<file path="config.mk">
export PLATFORM = sky130hd
export DESIGN_NAME = cau_div_step
export DESIGN_NICKNAME = d
export VERILOG_FILES = /design/src/hw/rtl/assert_macros.svh /design/src/hw/rtl/cau_pkg.sv /design/src/hw/rtl/cau_div_step.sv
export SDC_FILE = /design/constraint.sdc
export NUM_CORES = 1
export LEC_CHECK = 0
export BUFFER_PORTS_ARGS = -buffer_cell sky130_fd_sc_hd__buf_4
export CORE_AREA = 2 2 303 305
export DETAILED_ROUTE_END_ITERATION = 10
export DIE_AREA = 0 0 305 307
export HOLD_SLACK_MARGIN = 0.02
export PLACE_DENSITY = 0.47
export SLEW_MARGIN = 20
export SYNTH_ARGS = -nofsm -noshare
export SYNTH_HDL_FRONTEND = slang
export SYNTH_SLANG_ARGS = --single-unit
</file>
<file path="constraint.sdc">
create_clock -name clk -period 0.85 [get_ports clk]
set_input_delay 0.1275 -clock clk [delete_from_list [all_inputs] [get_ports clk]]
set_output_delay 0.1275 -clock clk [all_outputs]
set_load 0.01 [all_outputs]
</file>
<file path="src/hw/rtl/assert_macros.svh">
// Assertion macros shared by the RTL of the complex arithmetic unit.
// Expects signals named clk and rst_n in the scope of use.
`ifndef ASSERT_MACROS_SVH
`define ASSERT_MACROS_SVH

// Check a property on every clock edge outside reset.
`define CAU_ASSERT(label, prop, msg) \
    label: assert property (@(posedge clk) disable iff (!rst_n) prop) else $error(msg);

// Check that a condition implies a consequence in the same cycle.
`define CAU_ASSERT_IMPL(label, ante, cons, msg) \
    label: assert property (@(posedge clk) disable iff (!rst_n) (ante) |-> (cons)) else $error(msg);

`endif

</file>
<file path="src/hw/rtl/cau_pkg.sv">
// Shared constants, types and functions of the complex arithmetic unit.
// No dependencies.
`timescale 1ns / 1ps

package cau_pkg;

    localparam int DATA_WIDTH    = 32;
    localparam int FRACTION_BITS = 16;
    localparam int PORT_W        = 32;
    localparam int ACT_W         = 3;
    localparam int PROD_W        = 2 * DATA_WIDTH;
    localparam int SUM_W         = PROD_W + 1;
    localparam int MAG_W         = PROD_W;
    localparam int DEN_W         = PROD_W;
    localparam int DIVD_W        = MAG_W + FRACTION_BITS;
    localparam int CMP_W         = DIVD_W + DATA_WIDTH;

    localparam logic [ACT_W-1:0] ACT_ADD = 3'd0;
    localparam logic [ACT_W-1:0] ACT_SUB = 3'd1;
    localparam logic [ACT_W-1:0] ACT_MUL = 3'd2;
    localparam logic [ACT_W-1:0] ACT_DIV = 3'd3;
    localparam logic [ACT_W-1:0] ACT_EQ  = 3'd4;
    localparam logic [ACT_W-1:0] ACT_NE  = 3'd5;

    typedef logic signed [DATA_WIDTH-1:0] word_t;

    typedef struct packed {
        logic                  valid;
        logic                  is_div;
        logic                  dz;
        logic                  neg_re;
        logic                  neg_im;
        logic                  big_re;
        logic                  big_im;
        logic [DEN_W-1:0]      den;
        logic [DEN_W-1:0]      rem_re;
        logic [DEN_W-1:0]      rem_im;
        logic [DATA_WIDTH-1:0] lo_re;
        logic [DATA_WIDTH-1:0] lo_im;
        logic [DATA_WIDTH-1:0] q_re;
        logic [DATA_WIDTH-1:0] q_im;
        word_t                 res_re;
        word_t                 res_im;
        logic                  cmp;
        logic                  ovf;
    } div_t;

    // Split a signed sum into sign and magnitude.
    function automatic logic [MAG_W:0] to_sm(input logic signed [SUM_W-1:0] x);
        logic             neg;
        logic [SUM_W-1:0] m;
        neg = x[SUM_W-1];
        m   = neg ? $unsigned(-x) : $unsigned(x);
        return {neg, m[MAG_W-1:0]};
    endfunction

    // Saturate a sign-magnitude value; returns {overflow, word}.
    function automatic logic [DATA_WIDTH:0] clamp(input logic neg,
                                                  input logic [MAG_W-1:0] mag);
        logic [MAG_W-1:0]      lim;
        logic [MAG_W-1:0]      neg_mag;
        logic [DATA_WIDTH-1:0] res;
        logic                  ovf;
        lim     = MAG_W'(1) << (DATA_WIDTH - 1);
        neg_mag = -mag;
        ovf     = 1'b0;
        if (!neg && mag > lim - MAG_W'(1)) begin
            ovf = 1'b1;
            res = DATA_WIDTH'(lim - MAG_W'(1));
        end
        else if (neg && mag > lim) begin
            ovf = 1'b1;
            res = lim[DATA_WIDTH-1:0];
        end
        else if (neg) begin
            res = neg_mag[DATA_WIDTH-1:0];
        end
        else begin
            res = mag[DATA_WIDTH-1:0];
        end
        return {ovf, res};
    endfunction

endpackage

</file>
<file path="src/hw/rtl/cau_div_step.sv">
// One restoring-division step for both result parts, with its pipeline register.
// Depends on cau_pkg.
`timescale 1ns / 1ps

module cau_div_step (
    input  logic          clk,
    input  logic          rst_n,
    input  logic          en,
    input  cau_pkg::div_t d_in,
    output cau_pkg::div_t d_out
);
    import cau_pkg::*;

    div_t           d_reg;
    div_t           d_next;
    logic [DEN_W:0] r2_re;
    logic [DEN_W:0] r2_im;
    logic [DEN_W:0] den_x;
    logic           ge_re;
    logic           ge_im;

    always_comb
    begin
        d_next = d_in;
        den_x  = {1'b0, d_in.den};
        r2_re  = {d_in.rem_re, d_in.lo_re[DATA_WIDTH-1]};
        r2_im  = {d_in.rem_im, d_in.lo_im[DATA_WIDTH-1]};
        ge_re  = r2_re >= den_x;
        ge_im  = r2_im >= den_x;
        d_next.rem_re = ge_re ? DEN_W'(r2_re - den_x) : DEN_W'(r2_re);
        d_next.rem_im = ge_im ? DEN_W'(r2_im - den_x) : DEN_W'(r2_im);
        d_next.q_re   = {d_in.q_re[DATA_WIDTH-2:0], ge_re};
        d_next.q_im   = {d_in.q_im[DATA_WIDTH-2:0], ge_im};
        d_next.lo_re  = d_in.lo_re << 1;
        d_next.lo_im  = d_in.lo_im << 1;
    end

    always_ff @(posedge clk or negedge rst_n)
    begin
        if (!rst_n)
        begin
            d_reg <= '0;
        end
        else if (en)
        begin
            d_reg <= d_next;
        end
    end

    assign d_out = d_reg;

endmodule

</file>
==> results.cfg, run 1 <==
[critical_path]
r2r_cells = 2
critical_path_required_ns = 1.39
r2r-start = d_out[318]
cp-start-kind = primary input
rrSetupSlack_ns = -0.13
arrival_ns = 3.03
crit_type = primary input to flip-flop
endpoint_kind = flip-flop
crit_fanout = 9
rr_endpoint = d_out[318]

[timing]
fin_skew_ns = 0
fin_tns_setup_ns = -360.00
relSlewSlack = 0.5717
fin_crit_sh = 2.930
rsz0062_at_grt = true
hold_viol = 2
holdWs_ns = -0.2236
tightest_slew_ns = 0.6358
post-route-min-period_ns = 2.490
max_freq_mhz = 401.6
finalMaxSlewViolations = 0
worst_slack_ns = -1.640
setup_viol = 528

[yosys]
synth_cell_type_count = 87
synth-xor-area-share = 0.04000
muxShareOfSynthArea = 0.1294
ys_warn_count = 0
syn_area_mm2 = 0.02365
synth_compound_area_frac = 0.1657
synth-main-ff-cell = dfrtp_1
yosysSeqAreaShare = 0.4137
synth_fa_ha_area_frac = 0.06941
synthSimpleGateAreaFrac = 0.1400
synth_edf_count = 0
synth_area_per_cell_um2 = 9.509
synth_cells = 2487
ys_ff_latch = 391
async_flop_share = 1.000
synth_top_family_by_area = compound AO/OA/AOI/OAI gates

[worst_hold_path]
hold_start = d_in[193]
hp-class = primary input to flip-flop
hold_depth = 3
worst_hold_path.endpoint = d_out[258]

[power]
power_mw = 74.58
peakVddDrop_mv = 1.403
p_per_area_mw_per_mm2 = 1631
pwr-share-clk = 0.304
power_frac_seq = 0.305
p_sw_mw = 24.25
p_leak_nw = 21.87
pwr-share-comb = 0.392
p_sw_frac = 0.3252
p_int_mw = 50.33

[grt]
grt_util_met1 = 0.3114
grt_use_total = 0.2493
grtUsageMet3 = 0.04294
top_usage_layer = met2
grt_pass1_vias = 27070
overflow = 0
antenna_found_initial = 10
grt.met2_usage = 0.4403
grt_max_degree = 35
grt_pass1_wl_um = 176900

[placed_design]
io_buffers = 784
place.gp.congestion = 0.9057
post-place-ws_ns = -2.544
dpl.cell_count = 5020
dp_hpwl_um = 95680

[final_layout]
fin_util = 0.5042
nFillCells = 8304
final_layout_size_suffix_gt1_frac = 0.5018
largest_register_ffs = 391
nets = 4870
final_cell_mix = 1433 x buf_4, 393 x dlygate4sd3_1, 391 x dfrtp_1
syn2layout_area_growth_pct = 93.34
fin_cells = 5576
final_common_cell = buf_4

[cts]
htree_levels = 2
cts-root-buf = clkbuf_16
cts_buffer_depth = 3
cts_buffers = 49
clock_sinks = 391
clk_pin_slew_ns = 0.06
cts_tree = done
clkLatencyLatePin_ns = 0.60

[die]
ios = 789
initial_core_util = 0.2608
rows = 111
dieArea_mm2 = 0.09364
die_w_um = 305
coreArea_mm2 = 0.09069
chipHeight_um = 307

[route]
wirelength_um = 121500
wl_per_cell_um = 21.78
via_per_inst = 4.724
firstDrtPassIters = 6
vias = 26340
drc = 0
first_iter_violations = 1507
ant_nets = 0

[run_status]
violations = negative hold slack, negative setup slack
status = finished, violations left

[job]
drv_cap = 0
## routing by layer
layer | part of all wire | vias up
li1 | - | 12619
met1 | 0.42 | 12810
met2 | 0.50 | 768
met3 | 0.053 | 139
met4 | 0.027 | 4
met5 | 0.00018 | -
## logic make-up after synthesis
family	after synthesis
xor+xnor	108
fa+ha+maj	130
other cells	1
compound gates	614
simple gates	730
flops	391
mux	273
buf+inv	240
## cells in the mapped netlist, types with 3 or more instances
master | count | area (um2)
a2111oi_0 | 6 | 52.55
a211o_1 | 10 | 87.58
a211oi_1 | 10 | 75.07
a21boi_0 | 5 | 37.54
a21o_1 | 59 | 442.9
a21oi_1 | 187 | 935.9
a221oi_1 | 6 | 52.55
a2bb2oi_2 | 7 | 105.1
a31oi_1 | 94 | 588.1
a41oi_1 | 5 | 43.79
and2_1 | 5 | 31.28
and3_1 | 27 | 168.9
and4_1 | 3 | 26.28
buf_1 | 4 | 15.01
buf_2 | 26 | 130.1
buf_4 | 9 | 67.56
clkbuf_1 | 101 | 379.1
dfrtp_1 | 391 | 9784
ha_1 | 128 | 1602
inv_1 | 97 | 364.1
mux2_2 | 262 | 2950
mux2i_1 | 11 | 110.1
nand2_1 | 310 | 1164
nand2b_1 | 20 | 125.1
nand3_1 | 57 | 285.3
nand3b_1 | 9 | 67.56
nand4_1 | 46 | 287.8
nand4b_1 | 3 | 26.28
nor2_1 | 174 | 653.1
nor2b_1 | 19 | 118.9
nor3_1 | 20 | 100.1
nor4_1 | 9 | 56.30
o211ai_1 | 12 | 90.09
o21a_1 | 16 | 120.1
o21ai_0 | 102 | 510.5
o21ai_1 | 22 | 110.1
o21bai_1 | 24 | 180.2
o31a_1 | 6 | 52.55
o31ai_1 | 9 | 67.56
or2_2 | 6 | 37.54
or3_1 | 10 | 62.56
xnor2_1 | 63 | 551.8
xor2_1 | 45 | 394.1
## final cells by class
| class | instances | area [um2] | area share |
|---|---|---|---|
| timing repair inverter | 1 | 8.758 | 0.0001915 |
| clock inverter | 19 | 294.0 | 0.006431 |
| sequential | 391 | 9784 | 0.2140 |
| inverter | 98 | 452.9 | 0.009906 |
| tap | 1186 | 1484 | 0.03245 |
| antenna | 8 | 20.02 | 0.0004378 |
| timing repair buffer | 1945 | 16910 | 0.3699 |
| clock buffer | 70 | 1436 | 0.03141 |
| multi-input combinational | 1858 | 15330 | 0.3353 |
## how the worst max path moves through the flow
stage | start | endpoint | slack, ns
3_3_place_gp | d_in[328] | d_out[313] | -2.49
4_1_cts | d_in[333] | d_out[261] | -1.58
6_report | d_in[333] | d_out[276] | -1.64
5_1_grt | d_in[330] | d_out[240] | -1.69
2_1_floorplan | d_in[161] | d_out[240] | -1.80
3_5_place_dp | d_in[328] | d_out[309] | -2.54
## power by group through the flow
stage                     clock network, mW  logic (mW)  registers (mW)
after floorplan                           0        10.3            23.8
after global placement                    0        25.2            22.9
after detailed placement                  0        25.2            22.9
after CTS                              23.2        28.5            22.7
after global routing                   24.0        31.1            23.0
final                                  22.7        29.2            22.7
## stage by stage
| stage | hold WS, ns | instance area, um2 |
|---|---|---|
| finish | -0.2236 | 45720 |
| global route | -0.2459 | 45720 |
| detailed placement | -0.05903 | 37610 |
| global placement | -0.06288 | 37610 |
| CTS | -0.2513 | 44980 |
| floorplan | -0.1681 | 25690 |
## worst max-delay path: stages
cell and delay [ns]:
buf_8 0.07, clkinvlp_4 0.12, buf_12 0.16, ha_4 0.27
nand2_4 0.06, or3b_4 0.39, a31oi_4 0.23, o311ai_4 0.13
buf_12 0.16, a21oi_4 0.20, nor3_4 0.07, o31a_4 0.33
buf_12 0.16, or3_4 0.35, a31oi_4 0.18
## repair_timing
action / 4_1_cts / 5_1_grt
resized for setup: 231 / 119
hold endpoints to repair: 778 / 5
buffers inserted: 38 / 17
setup endpoints to repair: 521 / 527
cloned: 13 / 1
hold buffers: 390 / 3
pin swaps: 89 / 88
No activity file was read; power rests on OpenSTA's default activity.
==> run 2, diff against run 1 <==
- BUFFER_PORTS_ARGS: -buffer_cell sky130_fd_sc_hd__buf_4 -> unset
- DONT_BUFFER_PORTS: unset -> 1
- PLACE_DENSITY: 0.47 -> 0.39
==> results.cfg, run 2 (same netlist as run 1, synthesis figures left out) <==
[die]
coreArea_mm2 = 0.09069
dieArea_mm2 = 0.09364
die_w_um = 305
ios = 789
rows = 111
chipHeight_um = 307
initial_core_util = 0.2608

[grt]
antenna_found_initial = 17
grt_max_degree = 494
grt_pass1_vias = 26156
grt_use_total = 0.2468
overflow = 0
grt_pass1_wl_um = 174000

[power]
p_per_area_mw_per_mm2 = 1728
power_mw = 76.00
p_leak_nw = 20.47
peakVddDrop_mv = 1.700

[timing]
fin_skew_ns = 0
holdWs_ns = -0.7728
post-route-min-period_ns = 2.487
tightest_slew_ns = 2.120
max_freq_mhz = 402.2
relSlewSlack = -0.4135
rsz0062_at_grt = true
hold_viol = 518
worst_slack_ns = -1.637
finalMaxSlewViolations = 345
setup_viol = 688
fin_crit_sh = 2.925

[placed_design]
io_buffers = 0
post-place-ws_ns = -2.764
dp_hpwl_um = 87830
place.gp.congestion = 0.9184
dpl_cell_area_mm2 = 0.03306

[route]
firstDrtPassIters = 5
wl_per_cell_um = 23.74
via_per_inst = 4.868
vias = 25243
first_iter_violations = 1537
drc = 0
ant_nets = 0
wirelength_um = 123100

[final_layout]
nets = 4479
multiInputGateArea_mm2 = 0.01586
nFillCells = 8210
final_layout_size_suffix_gt1_frac = 0.4786
ff_latch_area_mm2 = 0.009787
final_cell_mix = 774 x buf_4, 389 x dfrtp_1, 373 x dlygate4sd3_1
fin_util = 0.4848
final_common_cell = buf_4
largest_register_ffs = 391
syn2layout_area_growth_pct = 85.92
stdcell_area_mm2 = 0.04397

[critical_path]
cp-start-kind = primary input
crit_type = primary input to flip-flop
crit_fanout = 4
arrival_ns = 3.00
critical_path_required_ns = 1.36
endpoint_kind = flip-flop

[cts]
clk_pin_slew_ns = 0.06
cts_buffers = 51
htree_levels = 2
clock_sinks = 391
cts-root-buf = clkbuf_16
cts_tree = done
cts_buffer_depth = 3
clkLatencyLatePin_ns = 0.61

[job]
drv_cap = 0

[run_status]
status = finished, violations left
violations = negative hold slack, max-slew violations, negative setup slack

[worst_hold_path]
hp-class = primary input to async pin
-- run 2: cell types whose count changed in the layout (fill, tap and decap cells not counted), moves of 8 or more --
cell	delta
buf_12	-46
buf_4	-659
buf_6	+335
clkbuf_16	+9
dlygate4sd3_1	-20
inv_1	+10
nand2_1	-57
nand2_2	+27
nand2_4	+29
o21ai_1	-14
o21ai_2	+10
xor2_1	-8
xor2_2	+8
-- run 2: worst max-delay path, cell delays in order --
cell,delay (ns)
clkinvlp_4,0.18
ha_4,0.35
nand2_4,0.06
or3b_4,0.39
a31oi_4,0.22
o311ai_4,0.12
buf_12,0.16
a21oi_4,0.18
nor3_4,0.09
buf_6,0.16
o31a_4,0.41
or3_1,0.34
a31oi_1,0.19
-- run 2: where the power goes --
part	switching, mW	leakage [nW]	total, mW	internal (mW)
clock network	9.43	0.890	23.5	14.1
registers	1.91	4.55	23.0	21.1
logic	12.9	15.0	29.5	16.6
-- run 2: repair_timing --
action,4_1_cts,5_1_grt
endpoints found under the setup margin,522,572
pin swaps,105,149
hold buffers,345,28
resized for setup,566,237
gates cloned,11,8
endpoints found under the hold margin,782,766
buffers inserted,136,87
-- run 2: path summary, 6_finish.rpt --
check,cells past startpoint,startpoint,to,slack (ns)
max in group asynchronous,0,rst_n,d_out[231],-0.04
min in group clk,1,d_in[323],d_out[323],-0.35
worst max-delay path,13,d_in[333],d_out[276],-1.64
worst min-delay path,0,rst_n,d_out[265],-0.77
worst max register to register,4,d_out[318],d_out[318],-0.38
worst min register to register,1,d_out[62],d_out[62],0.51
-- run 2: stage by stage --
| stage | TNS (ns) | cells |
|---|---|---|
| finish | -380.43 | 5186 |
| global route | -386.71 | 5184 |
| CTS | -362.65 | 5072 |
| detailed placement | -337.31 | 4491 |
| global placement | -338.15 | 4491 |
| floorplan | -258.49 | 2488 |
-- run 2: area by class of cell --
| class | instances | area share |
|---|---|---|
| Multi-Input combinational cell | 1858 | 0.3608 |
| Timing Repair Buffer | 1553 | 0.3312 |
| Sequential cell | 391 | 0.2226 |
| Tap cell | 1186 | 0.03375 |
| Clock buffer | 66 | 0.03258 |
| Inverter | 98 | 0.01024 |
| Clock inverter | 27 | 0.008452 |
| Antenna cell | 7 | 0.0003984 |
-- run 2: layer usage --
| metal | up-vias | global-route usage | share of wire |
|---|---|---|---|
| li1 | 11826 | - | - |
| met1 | 12345 | 0.3007 | 0.41 |
| met2 | 860 | 0.4291 | 0.49 |
| met3 | 208 | 0.05451 | 0.062 |
| met4 | 4 | 0.08301 | 0.040 |
| met5 | - | 0 | 0.00018 |
==> run 3, diff against run 2 <==
- MAX_ROUTING_LAYER: unset -> met4
==> results.cfg, run 3 (same netlist as run 1, synthesis figures left out) <==
[run_status]
status = finished, violations left
violations = negative hold slack, max-slew violations, negative setup slack

[timing]
rsz0062_at_grt = true
fin_skew_ns = 0
fin_crit_sh = 2.850
worst_slack_ns = -1.573
holdWs_ns = -0.7882
post-route-min-period_ns = 2.423
finalMaxSlewViolations = 433
tightest_slew_ns = 3.257
relSlewSlack = -1.171
setup_viol = 856
max_freq_mhz = 412.8
hold_viol = 542

[critical_path]
r2r_cells = 2
cp-start-kind = primary input
rr_endpoint = d_out[318]
crit_type = primary input to flip-flop
rrSetupSlack_ns = -0.16
r2r-start = d_out[318]
critical_path_required_ns = 1.27
crit_fanout = 8
cp-endpoint = d_out[206]
endpoint_kind = flip-flop
crit_path_start = d_in[338]
arrival_ns = 2.84

[grt]
grt_pass1_vias = 25771
antenna_found_initial = 8
grt_pass1_wl_um = 172200
grt_max_degree = 494
grt_use_total = 0.2511
overflow = 0

[route]
first_iter_violations = 1579
drc = 0
ant_nets = 0
firstDrtPassIters = 5
via_per_inst = 4.874
wirelength_um = 119800
wl_per_cell_um = 23.54
vias = 24803

[placed_design]
place.gp.congestion = 0.9141
dp_hpwl_um = 88260
dpl_cell_area_mm2 = 0.03303
io_buffers = 0
dpl.cell_count = 4489

[cts]
cts_buffers = 51
clkLatencyLatePin_ns = 0.61
clock_sinks = 391
htree_levels = 2
cts_buffer_depth = 3
cts_tree = done
clk_pin_slew_ns = 0.06
cts-root-buf = clkbuf_16

[final_layout]
final_common_cell = buf_4
fin_util = 0.4628
fin_cells = 5089
final_layout_size_suffix_gt1_frac = 0.4515
syn2layout_area_growth_pct = 77.49
largest_register_ffs = 391
nFillCells = 8529
stdcell_area_mm2 = 0.04198
final_cell_mix = 876 x buf_4, 391 x dfrtp_1, 368 x dlygate4sd3_1
nets = 4382

[power]
peakVddDrop_mv = 1.793
power_mw = 72.11
p_per_area_mw_per_mm2 = 1718
p_leak_nw = 19.56

[worst_hold_path]
hp-class = primary input to async pin

[die]
die_w_um = 305
dieArea_mm2 = 0.09364
initial_core_util = 0.2608
rows = 111
ios = 789
chipHeight_um = 307
coreArea_mm2 = 0.09069

[job]
drv_cap = 0
==> run 3: changes by cell type in the layout (fill, tap and decap cells not counted), moves of 6 or more <==
| cell | before | now |
|---|---|---|
| xnor2_1 | 54 | 60 |
| a31oi_4 | 9 | 2 |
| nand2_1 | 205 | 242 |
| nand2_2 | 69 | 41 |
| buf_4 | 774 | 876 |
| xnor2_2 | 9 | 3 |
| nand2_4 | 35 | 27 |
| buf_16 | 4 | 10 |
| clkbuf_16 | 59 | 51 |
| buf_6 | 359 | 171 |
| nor2_1 | 165 | 159 |
==> run 3: metal layers <==
layer | track usage | wire length (um) | vias up
li1 | - | - | 11636
met1 | 0.3007 | 49870 | 12293
met2 | 0.4304 | 59890 | 709
met3 | 0.04638 | 6401 | 165
met4 | 0.07149 | 3629 | 0
met5 | - | 0 | -
==> run 3: critical path, cell delays in order <==
cell,delay (ns)
clkinvlp_4,0.15
buf_6,0.17
ha_4,0.26
o21ai_2,0.05
o211ai_1,0.35
nor2_1,0.09
nor2_2,0.17
a31oi_2,0.11
buf_6,0.14
o32ai_4,0.24
o21a_4,0.22
buf_12,0.13
clkinv_8,0.05
buf_12,0.14
buf_12,0.13
buf_16,0.16
nand2_4,0.06
a31oi_2,0.07
==> run 3: how the worst min path moves through the flow <==
| stage | slack [ns] | start | endpoint | depth (start not counted) |
|---|---|---|---|---|
| floorplan | -0.17 | rst_n | d_out[0] | 0 |
| global placement | -0.15 | rst_n | d_out[270] | 0 |
| detailed placement | -0.15 | rst_n | d_out[270] | 0 |
| CTS | -0.83 | rst_n | d_out[270] | 0 |
| global route | -0.82 | rst_n | d_out[273] | 0 |
| finish | -0.79 | rst_n | d_out[270] | 0 |
==> run 3: through the flow <==
| stage | setup TNS (ns) | worst slack, ns |
|---|---|---|
| 3_5_place_dp | -307.25 | -2.728 |
| 4_1_cts | -359.14 | -1.460 |
| 2_1_floorplan | -258.49 | -1.795 |
| 3_3_place_gp | -307.05 | -2.801 |
| 6_report | -526.78 | -1.573 |
| 5_1_grt | -387.86 | -1.660 |
==> run 3: area by class of cell <==
type | count | area, um2 | share of cell area
Antenna cell | 5 | 12.51 | 0.0002981
Inverter | 98 | 464.2 | 0.01106
Tap cell | 1186 | 1484 | 0.03535
Multi-Input combinational cell | 1857 | 15440 | 0.3678
Clock inverter | 26 | 255.2 | 0.006081
Timing Repair Buffer | 1457 | 13070 | 0.3114
Sequential cell | 391 | 9784 | 0.2331
Clock buffer | 69 | 1464 | 0.03488
==> run 3: power breakdown <==
part	total, mW	switching (mW)	internal [mW]
Combinational	27.2	12.2	15.0
Clock	22.1	9.28	12.8
Sequential	22.8	1.72	21.1
==> run 3: what timing repair did <==
action	in CTS	in global routing
gates resized for setup	305	217
gates cloned	12	0
endpoints found under the hold margin	782	778
buffers inserted	45	87
pin swaps	109	67
hold buffers	340	28
endpoints found under the setup margin	521	522
